===== config.mk =====
export PLATFORM = sky130hd
export DESIGN_NAME = char_lcd_write_sequencer
export DESIGN_NICKNAME = d
export VERILOG_FILES = /design/src/rtl/lcdws_pkg.sv /design/src/rtl/char_lcd_write_sequencer.sv /design/src/rtl/lcdws_str_mem.sv /design/src/rtl/lcdws_core.sv /design/src/rtl/lcdws_rsp_queue.sv
export SDC_FILE = /design/constraint.sdc
export NUM_CORES = 1
export LEC_CHECK = 0
export BUFFER_PORTS_ARGS = -buffer_cell sky130_fd_sc_hd__buf_2
export CAP_MARGIN = 20
export CORE_MARGIN = 2
export CORE_UTILIZATION = 35
export CTS_CLUSTER_SIZE = 16
export DETAILED_ROUTE_END_ITERATION = 10
export PLACE_DENSITY = 0.61
export SLEW_MARGIN = 20
export SYNTH_ARGS = -nofsm -noshare
export SYNTH_HDL_FRONTEND = slang
export SYNTH_SLANG_ARGS = --single-unit

===== constraint.sdc =====
create_clock -name clock -period 7.15 [get_ports clock]
set_input_delay 0.715 -clock clock [delete_from_list [all_inputs] [get_ports clock]]
set_output_delay 0.715 -clock clock [all_outputs]
set_load 0.02 [all_outputs]

===== src/rtl/lcdws_pkg.sv =====
// ----------------------------------------------------------------------------
// lcdws_pkg
// Shared types and constants for the character LCD write sequencer: command
// codes, control port bits, register indexes, state encodings and the
// structures passed between the sequencer modules.
// ----------------------------------------------------------------------------
package lcdws_pkg;

   // Depth of the string buffer.
   localparam int BUFFER_LENGTH_DEF = 16;

   // Request actions. Any other code behaves as a tick.
   localparam logic [1:0] ACT_SEND = 2'd1;
   localparam logic [1:0] ACT_LOAD = 2'd2;

   // Register indexes on the configuration port.
   localparam int CSR_IDX_W = 4;
   localparam logic [CSR_IDX_W-1:0] CSR_STROBE_DELAY  = 4'd0;
   localparam logic [CSR_IDX_W-1:0] CSR_SCROLL_MODE   = 4'd1;
   localparam logic [CSR_IDX_W-1:0] CSR_SCROLL_PERIOD = 4'd2;
   localparam logic [CSR_IDX_W-1:0] CSR_SCROLL_LENGTH = 4'd3;

   // Register reset values.
   localparam logic [7:0] STROBE_DELAY_RST  = 8'd3;
   localparam logic [1:0] SCROLL_MODE_RST   = 2'd0;
   localparam logic [7:0] SCROLL_PERIOD_RST = 8'd1;
   localparam logic [7:0] SCROLL_LENGTH_RST = 8'd0;

   // Scroll modes. Mode three acts as scroll left.
   localparam logic [1:0] SCROLL_OFF   = 2'd0;
   localparam logic [1:0] SCROLL_RIGHT = 2'd2;

   // Display command codes.
   localparam logic [7:0] CMD_HOME        = 8'h02;
   localparam logic [7:0] CMD_SHIFT_RIGHT = 8'h1C;
   localparam logic [7:0] CMD_SHIFT_LEFT  = 8'h18;

   // Control port bits.
   localparam logic [7:0] CTL_RS   = 8'h80;
   localparam logic [7:0] CTL_E    = 8'h40;
   localparam logic [7:0] CTL_NONE = 8'h00;

   // Port select on the result.
   localparam logic PORT_CONTROL = 1'b0;
   localparam logic PORT_DATA    = 1'b1;

   // Byte writer phases.
   typedef enum logic [5:0] {
      WR_IDLE  = 6'b000001,
      WR_START = 6'b000010,
      WR_TYPE  = 6'b000100,
      WR_DATA  = 6'b001000,
      WR_E1    = 6'b010000,
      WR_E0    = 6'b100000
   } wr_phase_type;

   // String sender phases.
   typedef enum logic [2:0] {
      STR_IDLE  = 3'b001,
      STR_START = 3'b010,
      STR_WAIT  = 3'b100
   } str_phase_type;

   // Current register settings.
   typedef struct packed {
      logic [7:0] strobe_delay;
      logic [1:0] scroll_mode;
      logic [7:0] scroll_period;
      logic [7:0] scroll_length;
   } cfg_type;

   // Reload of the scroll timer and counter on a register write.
   typedef struct packed {
      logic       load_timer;
      logic       load_count;
      logic [7:0] value;
   } cfg_load_type;

   // One result of the sequencer.
   typedef struct packed {
      logic       write_valid;
      logic       write_port;
      logic [7:0] write_value;
      logic       command_done;
      logic       busy_res;
      logic       accepted;
   } rsp_type;

endpackage


===== src/rtl/char_lcd_write_sequencer.sv =====
// Results enter the two-entry result queue as requests are accepted. Throughput: one
// request per cycle while the queue is not full; the queue keeps requests flowing
// while a result waits, and the string buffer is read ahead for the next request.
// Reset is synchronous and clears all control state and the registers; the string
// buffer is not cleared and holds nothing valid until loaded.
// ----------------------------------------------------------------------------
// char_lcd_write_sequencer
// Top level: writes bytes to a character LCD as four port writes, sends a
// buffered string and scrolls the display on a tick.
// ----------------------------------------------------------------------------
module char_lcd_write_sequencer
   import lcdws_pkg::*;
#(
   parameter int BUFFER_LENGTH = BUFFER_LENGTH_DEF
) (
   input  logic                 clock,
   input  logic                 reset,
   input  logic                 req_valid,
   output logic                 req_ready,
   input  logic [1:0]           req_action,
   input  logic                 req_is_data,
   input  logic [7:0]           req_byte_value,
   input  logic                 req_last_char,
   output logic                 rsp_valid,
   input  logic                 rsp_ready,
   output logic                 rsp_write_valid,
   output logic                 rsp_write_port,
   output logic [7:0]           rsp_write_value,
   output logic                 rsp_command_done,
   output logic                 rsp_busy_res,
   output logic                 rsp_accepted,
   input  logic                 csr_valid,
   output logic                 csr_ready,
   input  logic [CSR_IDX_W-1:0] csr_index,
   input  logic [7:0]           csr_wdata
);

   localparam int IDX_W  = $clog2(BUFFER_LENGTH + 1);
   localparam int ADDR_W = (BUFFER_LENGTH > 1) ? $clog2(BUFFER_LENGTH) : 1;

   cfg_type      cfg_ff, cfg_in;
   cfg_load_type cfg_load;
   logic         csr_write;
   logic         req_accept;
   logic         queue_full;
   logic         mem_wr_en;
   logic [ADDR_W-1:0] mem_wr_addr;
   logic [7:0]   mem_wr_data;
   logic [ADDR_W-1:0] mem_rd_addr;
   logic [7:0]   mem_rd_data;
   rsp_type      core_result;
   rsp_type      rsp_data;

   assign csr_ready  = 1'b1;
   assign csr_write  = csr_valid && csr_ready;
   assign req_ready  = !queue_full;
   assign req_accept = req_valid && req_ready;

   // Register writes; unknown indexes are ignored.
   always_comb begin
      cfg_in              = cfg_ff;
      cfg_load.load_timer = 1'b0;
      cfg_load.load_count = 1'b0;
      cfg_load.value      = csr_wdata;
      if (csr_write) begin
         case (csr_index)
            CSR_STROBE_DELAY: begin
               cfg_in.strobe_delay = csr_wdata;
            end
            CSR_SCROLL_MODE: begin
               cfg_in.scroll_mode = csr_wdata[1:0];
            end
            CSR_SCROLL_PERIOD: begin
               cfg_in.scroll_period = csr_wdata;
               cfg_load.load_timer  = 1'b1;
            end
            CSR_SCROLL_LENGTH: begin
               cfg_in.scroll_length = csr_wdata;
               cfg_load.load_count  = 1'b1;
            end
            default: begin
            end
         endcase
      end
   end

   always_ff @(posedge clock) begin
      if (reset) begin
         cfg_ff.strobe_delay  <= STROBE_DELAY_RST;
         cfg_ff.scroll_mode   <= SCROLL_MODE_RST;
         cfg_ff.scroll_period <= SCROLL_PERIOD_RST;
         cfg_ff.scroll_length <= SCROLL_LENGTH_RST;
      end else begin
         cfg_ff <= cfg_in;
      end
   end

   // String buffer.
   lcdws_str_mem #(
      .DEPTH  (BUFFER_LENGTH),
      .ADDR_W (ADDR_W)
   ) u_str_mem (
      .clock   (clock),
      .wr_en   (mem_wr_en),
      .wr_addr (mem_wr_addr),
      .wr_data (mem_wr_data),
      .rd_addr (mem_rd_addr),
      .rd_data (mem_rd_data)
   );

   // Sequencer state and update.
   lcdws_core #(
      .BUFFER_LENGTH (BUFFER_LENGTH),
      .IDX_W         (IDX_W),
      .ADDR_W        (ADDR_W)
   ) u_core (
      .clock           (clock),
      .reset           (reset),
      .item_accept     (req_accept),
      .item_action     (req_action),
      .item_is_data    (req_is_data),
      .item_byte_value (req_byte_value),
      .item_last_char  (req_last_char),
      .cfg             (cfg_ff),
      .cfg_load        (cfg_load),
      .mem_wr_en       (mem_wr_en),
      .mem_wr_addr     (mem_wr_addr),
      .mem_wr_data     (mem_wr_data),
      .mem_rd_addr     (mem_rd_addr),
      .mem_rd_data     (mem_rd_data),
      .result          (core_result)
   );

   // Result queue.
   lcdws_rsp_queue u_rsp_queue (
      .clock     (clock),
      .reset     (reset),
      .push      (req_accept),
      .push_data (core_result),
      .full      (queue_full),
      .out_valid (rsp_valid),
      .out_ready (rsp_ready),
      .out_data  (rsp_data)
   );

   assign rsp_write_valid  = rsp_data.write_valid;
   assign rsp_write_port   = rsp_data.write_port;
   assign rsp_write_value  = rsp_data.write_value;
   assign rsp_command_done = rsp_data.command_done;
   assign rsp_busy_res     = rsp_data.busy_res;
   assign rsp_accepted     = rsp_data.accepted;

endmodule


===== src/rtl/lcdws_str_mem.sv =====
// ----------------------------------------------------------------------------
// lcdws_str_mem
// String buffer: one write port and one registered read port. A write and a
// read of the same entry in one cycle return the new data.
// ----------------------------------------------------------------------------
module lcdws_str_mem #(
   parameter int DEPTH  = 16,
   parameter int ADDR_W = 4
) (
   input  logic              clock,
   input  logic              wr_en,
   input  logic [ADDR_W-1:0] wr_addr,
   input  logic [7:0]        wr_data,
   input  logic [ADDR_W-1:0] rd_addr,
   output logic [7:0]        rd_data
);

   logic [7:0] mem [DEPTH];
   logic [7:0] rd_data_ff;

   // Storage write; contents are undefined until written.
   always_ff @(posedge clock) begin
      if (wr_en) begin
         mem[wr_addr] <= wr_data;
      end
   end

   // Registered read with write-through forwarding.
   always_ff @(posedge clock) begin
      if (wr_en && (wr_addr == rd_addr)) begin
         rd_data_ff <= wr_data;
      end else begin
         rd_data_ff <= mem[rd_addr];
      end
   end

   assign rd_data = rd_data_ff;

endmodule


===== src/rtl/lcdws_core.sv =====
// ----------------------------------------------------------------------------
// lcdws_core
// Sequencer state and per-request update: byte writer, string sender and
// scroller. String characters are read from the buffer memory, whose read
// address follows the next read index so the data is ready for the next
// request.
// ----------------------------------------------------------------------------
module lcdws_core
   import lcdws_pkg::*;
#(
   parameter int BUFFER_LENGTH = BUFFER_LENGTH_DEF,
   parameter int IDX_W         = 5,
   parameter int ADDR_W        = 4
) (
   input  logic              clock,
   input  logic              reset,
   input  logic              item_accept,
   input  logic [1:0]        item_action,
   input  logic              item_is_data,
   input  logic [7:0]        item_byte_value,
   input  logic              item_last_char,
   input  cfg_type           cfg,
   input  cfg_load_type      cfg_load,
   output logic              mem_wr_en,
   output logic [ADDR_W-1:0] mem_wr_addr,
   output logic [7:0]        mem_wr_data,
   output logic [ADDR_W-1:0] mem_rd_addr,
   input  logic [7:0]        mem_rd_data,
   output rsp_type           result
);

   wr_phase_type  writer_phase_ff, writer_phase_in;
   logic [7:0]    phase_delay_ff, phase_delay_in;
   logic          pending_is_data_ff, pending_is_data_in;
   logic [7:0]    pending_byte_ff, pending_byte_in;
   str_phase_type string_phase_ff, string_phase_in;
   logic [IDX_W-1:0] read_idx_ff, read_idx_in;
   logic [IDX_W-1:0] load_idx_ff, load_idx_in;
   logic [IDX_W-1:0] length_ff, length_in;
   logic [7:0]    scroll_timer_ff, scroll_timer_in;
   logic [7:0]    scroll_count_ff, scroll_count_in;

   logic [7:0]    rs_bits;
   logic [7:0]    delay_dec;
   logic [7:0]    timer_dec;

   // State update for one request.
   always_comb begin
      writer_phase_in    = writer_phase_ff;
      phase_delay_in     = phase_delay_ff;
      pending_is_data_in = pending_is_data_ff;
      pending_byte_in    = pending_byte_ff;
      string_phase_in    = string_phase_ff;
      read_idx_in        = read_idx_ff;
      load_idx_in        = load_idx_ff;
      length_in          = length_ff;
      scroll_timer_in    = scroll_timer_ff;
      scroll_count_in    = scroll_count_ff;
      result             = '0;
      mem_wr_en          = 1'b0;
      mem_wr_addr        = load_idx_ff[ADDR_W-1:0];
      mem_wr_data        = item_byte_value;
      rs_bits            = pending_is_data_ff ? CTL_RS : CTL_NONE;
      delay_dec          = phase_delay_ff - 8'd1;
      timer_dec          = scroll_timer_ff - 8'd1;

      if (item_accept) begin
         case (item_action)
            ACT_SEND: begin
               if (writer_phase_ff == WR_IDLE) begin
                  pending_is_data_in = item_is_data;
                  pending_byte_in    = item_byte_value;
                  writer_phase_in    = WR_START;
                  result.accepted    = 1'b1;
               end
            end
            ACT_LOAD: begin
               if (load_idx_ff < IDX_W'(BUFFER_LENGTH)) begin
                  mem_wr_en       = 1'b1;
                  load_idx_in     = load_idx_ff + IDX_W'(1);
                  result.accepted = 1'b1;
               end
               // The final character starts output from the first entry.
               if (item_last_char) begin
                  length_in       = load_idx_in;
                  load_idx_in     = '0;
                  read_idx_in     = '0;
                  string_phase_in = STR_START;
               end
            end
            default: begin
               // Byte writer: four port writes, each followed by a wait.
               case (writer_phase_ff)
                  WR_IDLE: begin
                  end
                  WR_START: begin
                     result.write_valid = 1'b1;
                     result.write_port  = PORT_CONTROL;
                     result.write_value = rs_bits;
                     phase_delay_in     = cfg.strobe_delay;
                     writer_phase_in    = WR_TYPE;
                  end
                  WR_TYPE: begin
                     phase_delay_in = delay_dec;
                     if (delay_dec == 8'd0) begin
                        result.write_valid = 1'b1;
                        result.write_port  = PORT_DATA;
                        result.write_value = pending_byte_ff;
                        phase_delay_in     = cfg.strobe_delay;
                        writer_phase_in    = WR_DATA;
                     end
                  end
                  WR_DATA: begin
                     phase_delay_in = delay_dec;
                     if (delay_dec == 8'd0) begin
                        result.write_valid = 1'b1;
                        result.write_port  = PORT_CONTROL;
                        result.write_value = rs_bits | CTL_E;
                        phase_delay_in     = cfg.strobe_delay;
                        writer_phase_in    = WR_E1;
                     end
                  end
                  WR_E1: begin
                     phase_delay_in = delay_dec;
                     if (delay_dec == 8'd0) begin
                        result.write_valid = 1'b1;
                        result.write_port  = PORT_CONTROL;
                        result.write_value = CTL_NONE;
                        phase_delay_in     = cfg.strobe_delay;
                        writer_phase_in    = WR_E0;
                     end
                  end
                  WR_E0: begin
                     phase_delay_in = delay_dec;
                     if (delay_dec == 8'd0) begin
                        writer_phase_in     = WR_IDLE;
                        result.command_done = 1'b1;
                     end
                  end
                  default: begin
                     writer_phase_in = WR_IDLE;
                  end
               endcase

               // String sender: hand the next character to an idle writer.
               case (string_phase_ff)
                  STR_START: begin
                     if ((read_idx_ff >= length_ff) ||
                         (read_idx_ff >= IDX_W'(BUFFER_LENGTH)) ||
                         (mem_rd_data == 8'd0)) begin
                        string_phase_in = STR_IDLE;
                     end else if (writer_phase_in == WR_IDLE) begin
                        pending_is_data_in = 1'b1;
                        pending_byte_in    = mem_rd_data;
                        writer_phase_in    = WR_START;
                        read_idx_in        = read_idx_ff + IDX_W'(1);
                        string_phase_in    = STR_WAIT;
                     end
                  end
                  STR_WAIT: begin
                     if (writer_phase_in == WR_IDLE) begin
                        string_phase_in = STR_START;
                     end
                  end
                  default: begin
                     string_phase_in = STR_IDLE;
                  end
               endcase

               // Scroller: count idle ticks, then shift or return home.
               if ((cfg.scroll_mode != SCROLL_OFF) && (writer_phase_in == WR_IDLE)) begin
                  scroll_timer_in = timer_dec;
                  if (timer_dec == 8'd0) begin
                     pending_is_data_in = 1'b0;
                     writer_phase_in    = WR_START;
                     if (scroll_count_ff == 8'd0) begin
                        scroll_count_in = cfg.scroll_length;
                        pending_byte_in = CMD_HOME;
                     end else begin
                        scroll_count_in = scroll_count_ff - 8'd1;
                        pending_byte_in = (cfg.scroll_mode == SCROLL_RIGHT) ?
                                          CMD_SHIFT_RIGHT : CMD_SHIFT_LEFT;
                     end
                     scroll_timer_in = cfg.scroll_period;
                  end
               end
            end
         endcase
      end

      // Register writes reload the scroll timer and counter.
      if (cfg_load.load_timer) begin
         scroll_timer_in = cfg_load.value;
      end
      if (cfg_load.load_count) begin
         scroll_count_in = cfg_load.value;
      end

      result.busy_res = (writer_phase_in != WR_IDLE);
   end

   // The buffer read follows the next read index.
   assign mem_rd_addr = read_idx_in[ADDR_W-1:0];

   // State registers.
   always_ff @(posedge clock) begin
      if (reset) begin
         writer_phase_ff    <= WR_IDLE;
         phase_delay_ff     <= '0;
         pending_is_data_ff <= 1'b0;
         pending_byte_ff    <= '0;
         string_phase_ff    <= STR_IDLE;
         read_idx_ff        <= '0;
         load_idx_ff        <= '0;
         length_ff          <= '0;
         scroll_timer_ff    <= 8'd1;
         scroll_count_ff    <= '0;
      end else begin
         writer_phase_ff    <= writer_phase_in;
         phase_delay_ff     <= phase_delay_in;
         pending_is_data_ff <= pending_is_data_in;
         pending_byte_ff    <= pending_byte_in;
         string_phase_ff    <= string_phase_in;
         read_idx_ff        <= read_idx_in;
         load_idx_ff        <= load_idx_in;
         length_ff          <= length_in;
         scroll_timer_ff    <= scroll_timer_in;
         scroll_count_ff    <= scroll_count_in;
      end
   end

endmodule


===== src/rtl/lcdws_rsp_queue.sv =====
// ----------------------------------------------------------------------------
// lcdws_rsp_queue
// Two-entry result queue between the sequencer and the result channel, so a
// new request is taken while an earlier result still waits.
// ----------------------------------------------------------------------------
module lcdws_rsp_queue
   import lcdws_pkg::*;
(
   input  logic    clock,
   input  logic    reset,
   input  logic    push,
   input  rsp_type push_data,
   output logic    full,
   output logic    out_valid,
   input  logic    out_ready,
   output rsp_type out_data
);

   rsp_type    entry_ff [2];
   logic       wr_ptr_ff, wr_ptr_in;
   logic       rd_ptr_ff, rd_ptr_in;
   logic [1:0] count_ff, count_in;
   logic       pop;

   assign full      = (count_ff == 2'd2);
   assign out_valid = (count_ff != 2'd0);
   assign out_data  = entry_ff[rd_ptr_ff];
   assign pop       = out_valid && out_ready;

   // Pointer and fill count update.
   always_comb begin
      wr_ptr_in = push ? ~wr_ptr_ff : wr_ptr_ff;
      rd_ptr_in = pop ? ~rd_ptr_ff : rd_ptr_ff;
      count_in  = count_ff + {1'b0, push} - {1'b0, pop};
   end

   // Entry storage.
   always_ff @(posedge clock) begin
      if (push) begin
         entry_ff[wr_ptr_ff] <= push_data;
      end
   end

   // Control registers.
   always_ff @(posedge clock) begin
      if (reset) begin
         wr_ptr_ff <= 1'b0;
         rd_ptr_ff <= 1'b0;
         count_ff  <= '0;
      end else begin
         wr_ptr_ff <= wr_ptr_in;
         rd_ptr_ff <= rd_ptr_in;
         count_ff  <= count_in;
      end
   end

endmodule

==> results.md <==
- Outcome: finished clean
- Fraction of registers with async set/reset: 0%
- First-pass GRT wire length: 41.5 mm
- Startpoint Class: flop
- Critical path class: flop to flop
- Hold Crit Class: flop to flop
- P_int: around 2.5 mW
- Fill cell count: 3014
- RSZ-0062 raised after global routing: false
- Switch share: approximately a quarter
- Cell area after synthesis: between 10000 and 15000 sq um
- Num CTS Buffers: 27
- H-tree depth: 1
- Maxcap violations: 0
- Row count: 65
- Post-synth cell types: 73
- Post-synth EDFFs: approximately 150
- Crit share post-route: between 50% and 60%
- Maximum vdd ir drop: around 0.00018 V
- Vias: approximately 7800
- # nets final: between 1000 and 1500
- Drc violations: 0
- Share of post-route cells with drive strength above 1: 14.8%
- Power density cells: ~260 nW/um^2
- DIE HEIGHT: 184 um
- TritonCTS Sinks: between 200 and 250
- Final Hold Fails: 0
- Leading register cell type out of synthesis: edfxtp_1
- Gr usage total: between 15 and 20%
- Slew Viols, Final: 0
- Fmax: 0.243 GHz
- Design Power: 3.38 mW
- Setup_tns: 0 ns
- M3 GR Usage: between 2 and 3%
- DP Wirelength: roughly 17 mm
- Gate power share: roughly a tenth
- Cell class contributing the biggest share of worst-path delay: simple AND/OR/NAND/NOR gates
- TritonCTS clock tree: done
- Die X: approximately 180 um
- Post-synthesis cell count: ~1000
- Die area: approximately 34000 sq um
- Number of global-route vias before repair: between 7000 and 8000
- CP Data Arrival Time: approximately 4.4 ns
- Clk_skew: ~0.016 ns
- Slew @ Worst Pin: a little over 1 ns
- IO buf count: 43
- Worst-Skew Late Latency: 0.55 ns
- Area of the multi-input gates: approximately 4500 sq um
- Largest area contributor in the netlist: edfxtp_1
- Final min period: between 4 and 5 ns
- Critical path required time: around 7.4 ns
- N_diodes: 0
- Net Count, Synth: a little over 1000
- M1 GR Usage: between 20% and 30%
- Slew headroom: a little under a third
- Buf/Inv on CP: 1
- Core area: ~32000 sq um
- Pin count of the biggest net entering global routing: 74
- CTS Root Cell: clkbuf_16
- DRT Wirelength: 25.8 mm
- Finished Core Util: between 40% and 50%
- Post-CTS setup buffers: 0
- Busiest layer in global routing: met2
- Post-DR vias/cell: 5.34
- Critical-path maximum fanout: 33
- FF+latch count, synth: approximately 250
- CP peak stage delay: ~0.69 ns
- P_sw: around 840 uW
- Final ANT Viol Nets: 0
- Clock network fraction of total power: about two fifths
- Minimum hold slack: about 0.45 ns
- Cell Chain, Critical Path: buf_4 -> mux4_1 -> a22oi_1 -> nand2_1 -> or4_4 -> nor4_4 -> nor3_1 -> a311oi_1 -> nand4_1
- Routed len/inst: 17.7 um
- Share of the synthesized area in the top cell type: between 40% and 50%
- Top-count cell post-synth: edfxtp_1
- Gpl congestion: about 0.86
- DR iter-0 viols: a little under 600
- I/O pin count: 45
- Post-synth top cells: 154 x edfxtp_1, 92 x dfxtp_1, 91 x nand2_1, 91 x nor2_1, 49 x a21oi_1
- Sequential-to-total area share from yosys stat: ~57%
- Post-CTS sizing: 0
- FF+latch area: ~6500 sq um
- GR Overflow Total: 0
- Yosys warns: 0
- Initial antenna violation count: 1
- Slowest CP cell: nor4_4
- Initial DRT Pass Iterations: 5
- Final setup viols: 0
- Initial core utilization: a little over a third
- Synth area leaders: edfxtp_1 41%, dfxtp_1 16%, mux4_2 5.2%, nand2_1 3.0%, nor2_1 3.0%
- Met2 usage: ~25%
- Reg power frac: a little under half
- Crit path capture type: flop
- Leakage: approximately 4.4 nW
- Hold_buf cts: 0
- Deepest clock path buffer count: 3
- Synthesized area per cell: ~12 sq um
- Layout area overhead: 13.2%
- Clock transition at path regs: approximately 0.06 ns
-- per-layer routing --
metal | share of wire, % | vias to the layer above | wire (um)
li1 | - | 3705 | -
met1 | 46 | 3850 | 11900
met2 | 47 | 200 | 12000
met3 | 5.6 | 37 | 1440
met4 | 1.8 | 2 | 460
met5 | 0.043 | - | 11
-- path summary, 6_finish.rpt --
| check | from | end | slack, ns | cells past startpoint |
|---|---|---|---|---|
| worst min register to register | cfg_ff[10] | cfg_ff[10] | 0.45 | 2 |
| worst min-delay path | cfg_ff[10] | cfg_ff[10] | 0.45 | 2 |
| worst max-delay path | flop | u_rsp_queue.entry_ff[0][1] | 3.03 | 9 |
| worst max register to register | flop | u_rsp_queue.entry_ff[0][1] | 3.03 | 9 |
-- layout by cell type, fill, tap and decap left out, types with 11 or more instances in the layout --
| cell | instances |
|---|---|
| edfxtp_1 | 154 |
| nor3_1 | 26 |
| ha_1 | 20 |
| o21ai_0 | 46 |
| mux2i_1 | 27 |
| clkbuf_16 | 27 |
| a22oi_1 | 19 |
| and2_1 | 21 |
| nand3_1 | 16 |
| a21o_1 | 11 |
| dfxtp_1 | 91 |
| nor2_1 | 90 |
| buf_2 | 43 |
| a21oi_1 | 49 |
| nand2_1 | 91 |
| inv_1 | 35 |
| mux4_2 | 26 |
| mux2_2 | 14 |
-- kinds of logic after synthesis --
kind of cell	count (synthesis)	synth area share (%)
simple gates	323	13.8
flops	246	56.9
compound gates	209	12.5
buf+inv	89	3.45
mux	72	10.1
fa+ha+maj	20	2.20
xor+xnor	14	1.08
other cells	1	0.0330
-- area by class of cell --
class	count	area share [%]
multi-input combinational	639	35.2
tap	435	4.23
timing repair buffer	53	2.26
clock inverter	20	1.70
sequential	246	50.3
inverter	36	1.05
clock buffer	30	5.34
-- worst reg2reg max path: cells and delay by family (launching register included) --
kind            cells  cell delay (ns)
simple gates        5             1.76
mux                 1             0.65
compound gates      2             0.62
buf+inv             1             0.50
flops               1             0.31
-- state kept, by name, summed over array words and instances, names as in the netlist, named ones only --
register	cells
cfg_ff	26
u_core.phase_delay_ff	8
u_rsp_queue.rd_ptr_ff	1
u_core.string_phase_ff	3
u_core.read_idx_ff	5
u_core.scroll_timer_ff	8
u_core.scroll_count_ff	8
u_core.pending_is_data_ff	1
u_str_mem.mem	128
u_core.length_ff	5
u_rsp_queue.entry_ff	26
u_core.writer_phase_ff	6
u_core.pending_byte_ff	8
u_rsp_queue.wr_ptr_ff	1
u_core.load_idx_ff	5
u_rsp_queue.count_ff	2
-- power by group through the flow --
stage	Clock (mW)	Combinational, mW	Sequential, mW
after floorplan	0	0.254	1.62
final	1.42	0.357	1.61
after CTS	1.44	0.358	1.61
after global routing	1.51	0.396	1.61
after global placement	0	0.351	1.64
after detailed placement	0	0.355	1.64
-- per-stage QoR --
step / instances / area, sq um / setup slack [ns]
floorplan: 974 / 11400 / 4.00
global placement: 1409 / 12000 / 3.12
detailed placement: 1409 / 12000 / 3.00
CTS: 1459 / 12900 / 3.00
global route: 1459 / 12900 / 2.67
finish: 1459 / 12900 / 3.03
Note: power is estimated with default switching activity, not from simulation.
